--- src/rtl/core/assert_macros.svh ---
// assertion helpers shared by the rtl
`ifndef ASSERT_MACROS_SVH
`define ASSERT_MACROS_SVH

`ifndef ASSERT_OFF
// same-cycle implication
`define ASSERT_IMPL(lbl, clk, rst, ante, cons) \
  lbl: assert property (@(posedge clk) disable iff (rst) (ante) |-> (cons)) \
    else $error("assertion failed");
// next-cycle implication
`define ASSERT_NEXT(lbl, clk, rst, ante, cons) \
  lbl: assert property (@(posedge clk) disable iff (rst) (ante) |=> (cons)) \
    else $error("assertion failed");
`else
`define ASSERT_IMPL(lbl, clk, rst, ante, cons)
`define ASSERT_NEXT(lbl, clk, rst, ante, cons)
`endif

`endif

--- src/rtl/core/aff2d_pkg.sv ---
package aff2d_pkg;

  localparam int FRAC_BITS_DEF = 16;
  localparam int WORD_W = 32;
  // step entries need one more bit: negated sine of the most negative value
  localparam int STEP_W = WORD_W + 1;

  typedef logic signed [WORD_W-1:0] word_t;
  typedef logic signed [STEP_W-1:0] step_val_t;

  localparam word_t WORD_MAX = 32'sh7FFF_FFFF;
  localparam word_t WORD_MIN = 32'sh8000_0000;

  typedef enum logic [3:0] {
    KIND_IDENTITY = 4'd0,
    KIND_TRANSLATE = 4'd1,
    KIND_ROTATE = 4'd2,
    KIND_SCALE = 4'd3,
    KIND_SCALE_X = 4'd4,
    KIND_SCALE_Y = 4'd5,
    KIND_MIRROR_X = 4'd6,
    KIND_MIRROR_Y = 4'd7,
    KIND_POINT = 4'd8
  } kind_t;

  typedef struct packed {
    logic identity;
    logic compose;
    logic point;
  } step_ctl_t;

endpackage

--- src/rtl/core/aff2d_step.sv ---
// command decode: builds the step matrix and the control group
module aff2d_step #(
  parameter int FRAC_BITS = aff2d_pkg::FRAC_BITS_DEF
) (
  input  logic [3:0]           kind,
  input  aff2d_pkg::word_t     a,
  input  aff2d_pkg::word_t     b,
  output aff2d_pkg::step_val_t s [6],
  output aff2d_pkg::step_ctl_t ctl
);

  localparam int ONE_I = 1 << FRAC_BITS;
  localparam aff2d_pkg::step_val_t ONE = aff2d_pkg::step_val_t'(ONE_I);

  aff2d_pkg::step_val_t ax;
  aff2d_pkg::step_val_t bx;

  assign ax = aff2d_pkg::step_val_t'(a);
  assign bx = aff2d_pkg::step_val_t'(b);

  always_comb begin
    s[0] = ONE;
    s[1] = '0;
    s[2] = '0;
    s[3] = '0;
    s[4] = ONE;
    s[5] = '0;
    ctl = '0;
    case (kind)
      aff2d_pkg::KIND_IDENTITY: begin
        ctl.identity = 1'b1;
      end
      aff2d_pkg::KIND_TRANSLATE: begin
        s[2] = ax;
        s[5] = bx;
        ctl.compose = 1'b1;
      end
      aff2d_pkg::KIND_ROTATE: begin
        s[0] = ax;
        s[1] = -bx;
        s[3] = bx;
        s[4] = ax;
        ctl.compose = 1'b1;
      end
      aff2d_pkg::KIND_SCALE: begin
        s[0] = ax;
        s[4] = ax;
        ctl.compose = 1'b1;
      end
      aff2d_pkg::KIND_SCALE_X: begin
        s[0] = ax;
        ctl.compose = 1'b1;
      end
      aff2d_pkg::KIND_SCALE_Y: begin
        s[4] = ax;
        ctl.compose = 1'b1;
      end
      aff2d_pkg::KIND_MIRROR_X: begin
        s[0] = -ONE;
        ctl.compose = 1'b1;
      end
      aff2d_pkg::KIND_MIRROR_Y: begin
        s[4] = -ONE;
        ctl.compose = 1'b1;
      end
      aff2d_pkg::KIND_POINT: begin
        ctl.point = 1'b1;
      end
      default: begin
        ctl = '0;
      end
    endcase
  end

endmodule

--- config.mk ---
export PLATFORM = sky130hd
export DESIGN_NAME = aff2d_step
export DESIGN_NICKNAME = d
export VERILOG_FILES = /design/src/rtl/core/assert_macros.svh /design/src/rtl/core/aff2d_pkg.sv /design/src/rtl/core/aff2d_step.sv
export SDC_FILE = /design/constraint.sdc
export NUM_CORES = 1
export LEC_CHECK = 0
export BUFFER_PORTS_ARGS = -buffer_cell sky130_fd_sc_hd__clkbuf_2
export CAP_MARGIN = 30
export CELL_PAD_IN_SITES_DETAIL_PLACEMENT = 1
export CELL_PAD_IN_SITES_GLOBAL_PLACEMENT = 1
export CORE_MARGIN = 2
export CORE_UTILIZATION = 17
export DETAILED_ROUTE_END_ITERATION = 10
export PLACE_DENSITY_LB_ADDON = 0.1
export SLEW_MARGIN = 20
export SYNTH_ARGS = -nofsm -noshare
export SYNTH_HDL_FRONTEND = slang
export SYNTH_SLANG_ARGS = --single-unit
--- constraint.sdc ---
create_clock -name vclk -period 2.42
set_input_delay 0.242 -clock vclk [all_inputs]
set_output_delay 0.242 -clock vclk [all_outputs]
set_load 0.02 [all_outputs]
# [Yosys cells after proc, flatten, opt, wreduce, memory -nomap -nowiden]
# Cells that the tools add are included.
# Widths: inputs -> output; s select.
[classes] eq_ne=8 muxes=9 addsub=1 n_reduce_logical=4
[op_table] cell="$mux 33" n=4
[op_table] cell="$pmux 33 s2" n=2
[op_table] cell="$neg 32->33" n=1
[op_table] cell="$eq 4x3->1 const B" n=4
[op_table] cell="$eq 4x2->1 const B" n=2
[op_table] cell="$reduce_or 7->1" n=1
[op_table] cell="$reduce_or 3->1" n=2
[op_table] cell="$eq 4x1->1 const B" n=1
[op_table] cell="$eq 4x4->1 const B" n=1
[op_table] cell="$logic_not 4->1" n=1
[op_table] cell="$mux 1" n=3
[totals] in_bits=68 register_bits=0

# [Logic depth before layout (Yosys ltp)]
[depth] ltp_word=3 depth_mapped=8 ltp_nobuf=6

# [Worst setup path before layout]
# No wires, ideal clock.
[synth_timing] path_type="input-to-output" start="input port b[14]" end="output port s[162] in the netlist's numbering" t_arrival_ps=2232 path_stages=6 path_buffers=2 slack_ps=-54 cell_sequence="or4_1 buf_2 or4_1 clkbuf_2 or3b_1 mux2_4"
[synth_rtl] element="from (decl)" line="aff2d_step.sv:7" rtl="input aff2d_pkg::word_t b,"
[synth_rtl] element="to (decl)" line="aff2d_step.sv:8" rtl="output aff2d_pkg::step_val_t s [6],"

==> reports/qor.tcl <==
set qor(setup.worst_path.class) {primary input to primary output}
set qor(required_ns) 2.18
set qor(die_w_um) 114
set qor(first_iter_violations) 85
set qor(tightest_slew_ns) 0.473
set qor(rows) 40
set qor(syn_nets) 399
set qor(grt_use_met3) 0.0249
set qor(p_leak_nw) 2.42
set qor(vdd.ir_drop.worst_uv) 40.1
set qor(detailroute.via_count) 3382
set qor(groute.usage.overall) 0.161
set qor(critical_path_buf_inv_count) 2
set qor(path_delay_family) {simple AND/OR/NAND/NOR gates}
set qor(rsz0062_at_grt) {yes}
set qor(first_global_vias) 3219
set qor(placed_area_mm2) 0.00371
set qor(timing.setup.tns_ns) -0.255
set qor(die_area_mm2) 0.0130
set qor(syn-instance-count) 330
set qor(ffs_latches) 0
set qor(routed_wirelength_um) 11700
set qor(report.final.slew_viol_count) 0
set qor(gpl.final_weighted_congestion) 0.748
set qor(failing_checks) {negative setup slack}
set qor(routed_wire_length_per_instance_um) 15.7
set qor(layout-drive-gt1-share) 0.570
set qor(critPathArrivalTime_ns) 2.28
set qor(io_pins) 269
set qor(dieHeight_um) 114
set qor(power_density_mw_per_mm2) 131
set qor(synth.yosys.seq_area_share) 0
set qor(detail-route-antenna-nets) 0
set qor(leading_area_contributor_after_synthesis) {sky130_fd_sc_hd__and2_1}
set qor(cp-start-kind) {primary input}
set qor(timing.slew.headroom) 0.684
set qor(cpPeakStageDelay_ns) 0.55
set qor(mappedNetlistArea_mm2) 0.00206
set qor(worst_path_cell_chain) {buf_6 -> or4_4 -> or4_4 -> or3b_4 -> mux2_4 -> buf_8}
set qor(final_layout_net_count) 668
set qor(fin_crit_ns) 2.52
set qor(drc) 0
set qor(hold_viol_final) 0
set qor(cp_slowest_cell) {sky130_fd_sc_hd__or4_4}
set qor(first_pass_grt_wire_length_um) 17300
set qor(synth.top_cells.by_area) {sky130_fd_sc_hd__and2_1 38%, sky130_fd_sc_hd__a21o_1 11%, sky130_fd_sc_hd__nor2_1 5.8%, sky130_fd_sc_hd__clkbuf_1 5.1%, sky130_fd_sc_hd__mux2_2 4.9%}
set qor(top_usage_layer) {met2}
set qor(grt_util_met2) 0.317
set qor(cp_dominant_cell_by_count) {sky130_fd_sc_hd__or4_4}
set qor(initial_core_util) 0.173
set qor(via_per_inst) 4.55
set qor(register_area_um2) 0
set qor(worst_setup_path_end_kind) {primary output}
set qor(hold_ws_ns) 0.841
set qor(synthesis.area_per_instance_um2) 6.24
set qor(overflow) 0
set qor(met1_usage) 0.191
set qor(grt_max_degree) 42
set qor(drt-pass1-iter-count) 4
set qor(fraction_of_the_cycle_the_final_worst_path_needs) 1.04
set qor(io_buffers) 269
set qor(path_max_fanout) 4
set qor(yosys.cell_types.count) 44
set qor(max_freq_mhz) 397
set qor(synth_top_area_share) 0.376
set qor(clockBufferCount) 0
set qor(status) {finished, violations left}
set qor(n_antenna_cell) 0
set qor(final-setup-viol-count) 4
set qor(hpwl_um) 9780
set qor(final_cell_area_mm2) 0.00393
set qor(core-area_mm2) 0.0119
set qor(drv_cap) 0
set qor(count_of_warnings_emitted_by_yosys) 0
set qor(layout_setup_ws_ns) -0.100
set qor(antenna_found_initial) 0
set qor(flow.area_growth_from_synthesis_pct) 90.5
set qor(worst_hold_path_type) {primary input to primary output}
synthesized netlist by cell type, drive strengths merged, types with 3 or more instances:
| library cell | number |
|---|---|
| clkbuf | 29 |
| inv | 4 |
| nor4 | 7 |
| nor2 | 32 |
| and2 | 126 |
| buf | 9 |
| or4 | 5 |
| nor3 | 15 |
| a21oi | 3 |
| a21o | 31 |
| mux2 | 10 |
| nand4b | 3 |
| xnor2 | 10 |
| nand4 | 5 |
| nand3 | 6 |
| nand2 | 5 |
metrics by stage:
step | setup slack, ns | util | power (W) | cells
6_report | -0.100 | 0.330 | 0.000513 | 744
5_1_grt | -0.130 | 0.330 | 0.000555 | 744
4_1_cts | -0.112 | 0.319 | 0.000514 | 742
3_5_place_dp | -0.268 | 0.311 | 0.000505 | 740
3_3_place_gp | -0.258 | 0.311 | 0.000499 | 740
2_1_floorplan | -0.0479 | - | 0.000265 | 330
kinds of logic after synthesis:
family,synth area share
buffers and inverters,0.0886
adder cells (fa/ha/maj),0.00607
AND/OR/NAND/NOR,0.638
multiplexers,0.0565
AO/OA/AOI/OAI,0.160
XOR/XNOR,0.0510
report_power, final:
| group | switching, W | internal [W] |
|---|---|---|
| clock network | 0 | 0 |
| logic | 0.000315 | 0.000198 |
| registers | 0 | 0 |
placed cells by master, fill, tap and decap left out, types with 2 or more instances in the layout:
| cell | netlist | layout |
|---|---|---|
| sky130_fd_sc_hd__xor2_1 | 2 | 2 |
| sky130_fd_sc_hd__o21a_1 | 2 | 2 |
| sky130_fd_sc_hd__nand4_1 | 5 | 5 |
| sky130_fd_sc_hd__nand2b_1 | 2 | 2 |
| sky130_fd_sc_hd__clkbuf_2 | 1 | 259 |
| sky130_fd_sc_hd__or3_1 | 2 | 2 |
| sky130_fd_sc_hd__nor4_2 | 1 | 3 |
| sky130_fd_sc_hd__inv_1 | 4 | 4 |
| sky130_fd_sc_hd__and2_1 | 124 | 124 |
| sky130_fd_sc_hd__and2_2 | 2 | 2 |
| sky130_fd_sc_hd__buf_4 | 6 | 34 |
| sky130_fd_sc_hd__mux2_4 | 1 | 6 |
| sky130_fd_sc_hd__buf_6 | 0 | 9 |
| sky130_fd_sc_hd__nor4_4 | 0 | 2 |
| sky130_fd_sc_hd__nor3_2 | 0 | 2 |
| sky130_fd_sc_hd__nand4b_1 | 3 | 3 |
| sky130_fd_sc_hd__nand2_1 | 5 | 5 |
| sky130_fd_sc_hd__nor2_1 | 32 | 32 |
| sky130_fd_sc_hd__nand3_1 | 6 | 6 |
| sky130_fd_sc_hd__nor3_4 | 0 | 3 |
| sky130_fd_sc_hd__nor4b_2 | 0 | 2 |
| sky130_fd_sc_hd__nor3_1 | 15 | 10 |
| sky130_fd_sc_hd__a21oi_2 | 0 | 2 |
| sky130_fd_sc_hd__o31a_1 | 2 | 2 |
| sky130_fd_sc_hd__and4_1 | 2 | 2 |
| sky130_fd_sc_hd__mux2_2 | 9 | 4 |
| sky130_fd_sc_hd__a21o_1 | 31 | 31 |
| sky130_fd_sc_hd__or4_4 | 0 | 4 |
| sky130_fd_sc_hd__nor4_1 | 6 | 2 |
| sky130_fd_sc_hd__xnor2_1 | 10 | 10 |
cell type report:
cell class                      count  area, um2
Fill cell                        1604       7990
Inverter                            4       15.0
Multi-Input combinational cell    288       2030
Tap cell                          147        184
Timing Repair Buffer              305       1690
repair_timing:
action | in CTS | in global routing
pin swaps | 3 | 8
hold buffers | 0 | 0
setup endpoints to repair | 10 | 13
gates resized for setup | 18 | 33
setup buffers | 2 | 2
worst min-delay path, stage by stage:
cell,delay (ns)
sky130_fd_sc_hd__clkbuf_2,0.09
sky130_fd_sc_hd__and2_1,0.11
sky130_fd_sc_hd__clkbuf_2,0.16
metal layers:
metal / vias up / routed length, um
met5: - / 0
met4: 0 / 70
met3: 4 / 837
met2: 143 / 6170
met1: 1594 / 4620
li1: 1641 / -
worst paths after layout:
| check | startpoint | endpoint | slack, ns | cells after the start |
|---|---|---|---|---|
| max | b[12] | s[162] | -0.10 | 6 |
| min | a[12] | s[45] | 0.84 | 3 |
Power figures use the tool's default switching activity.
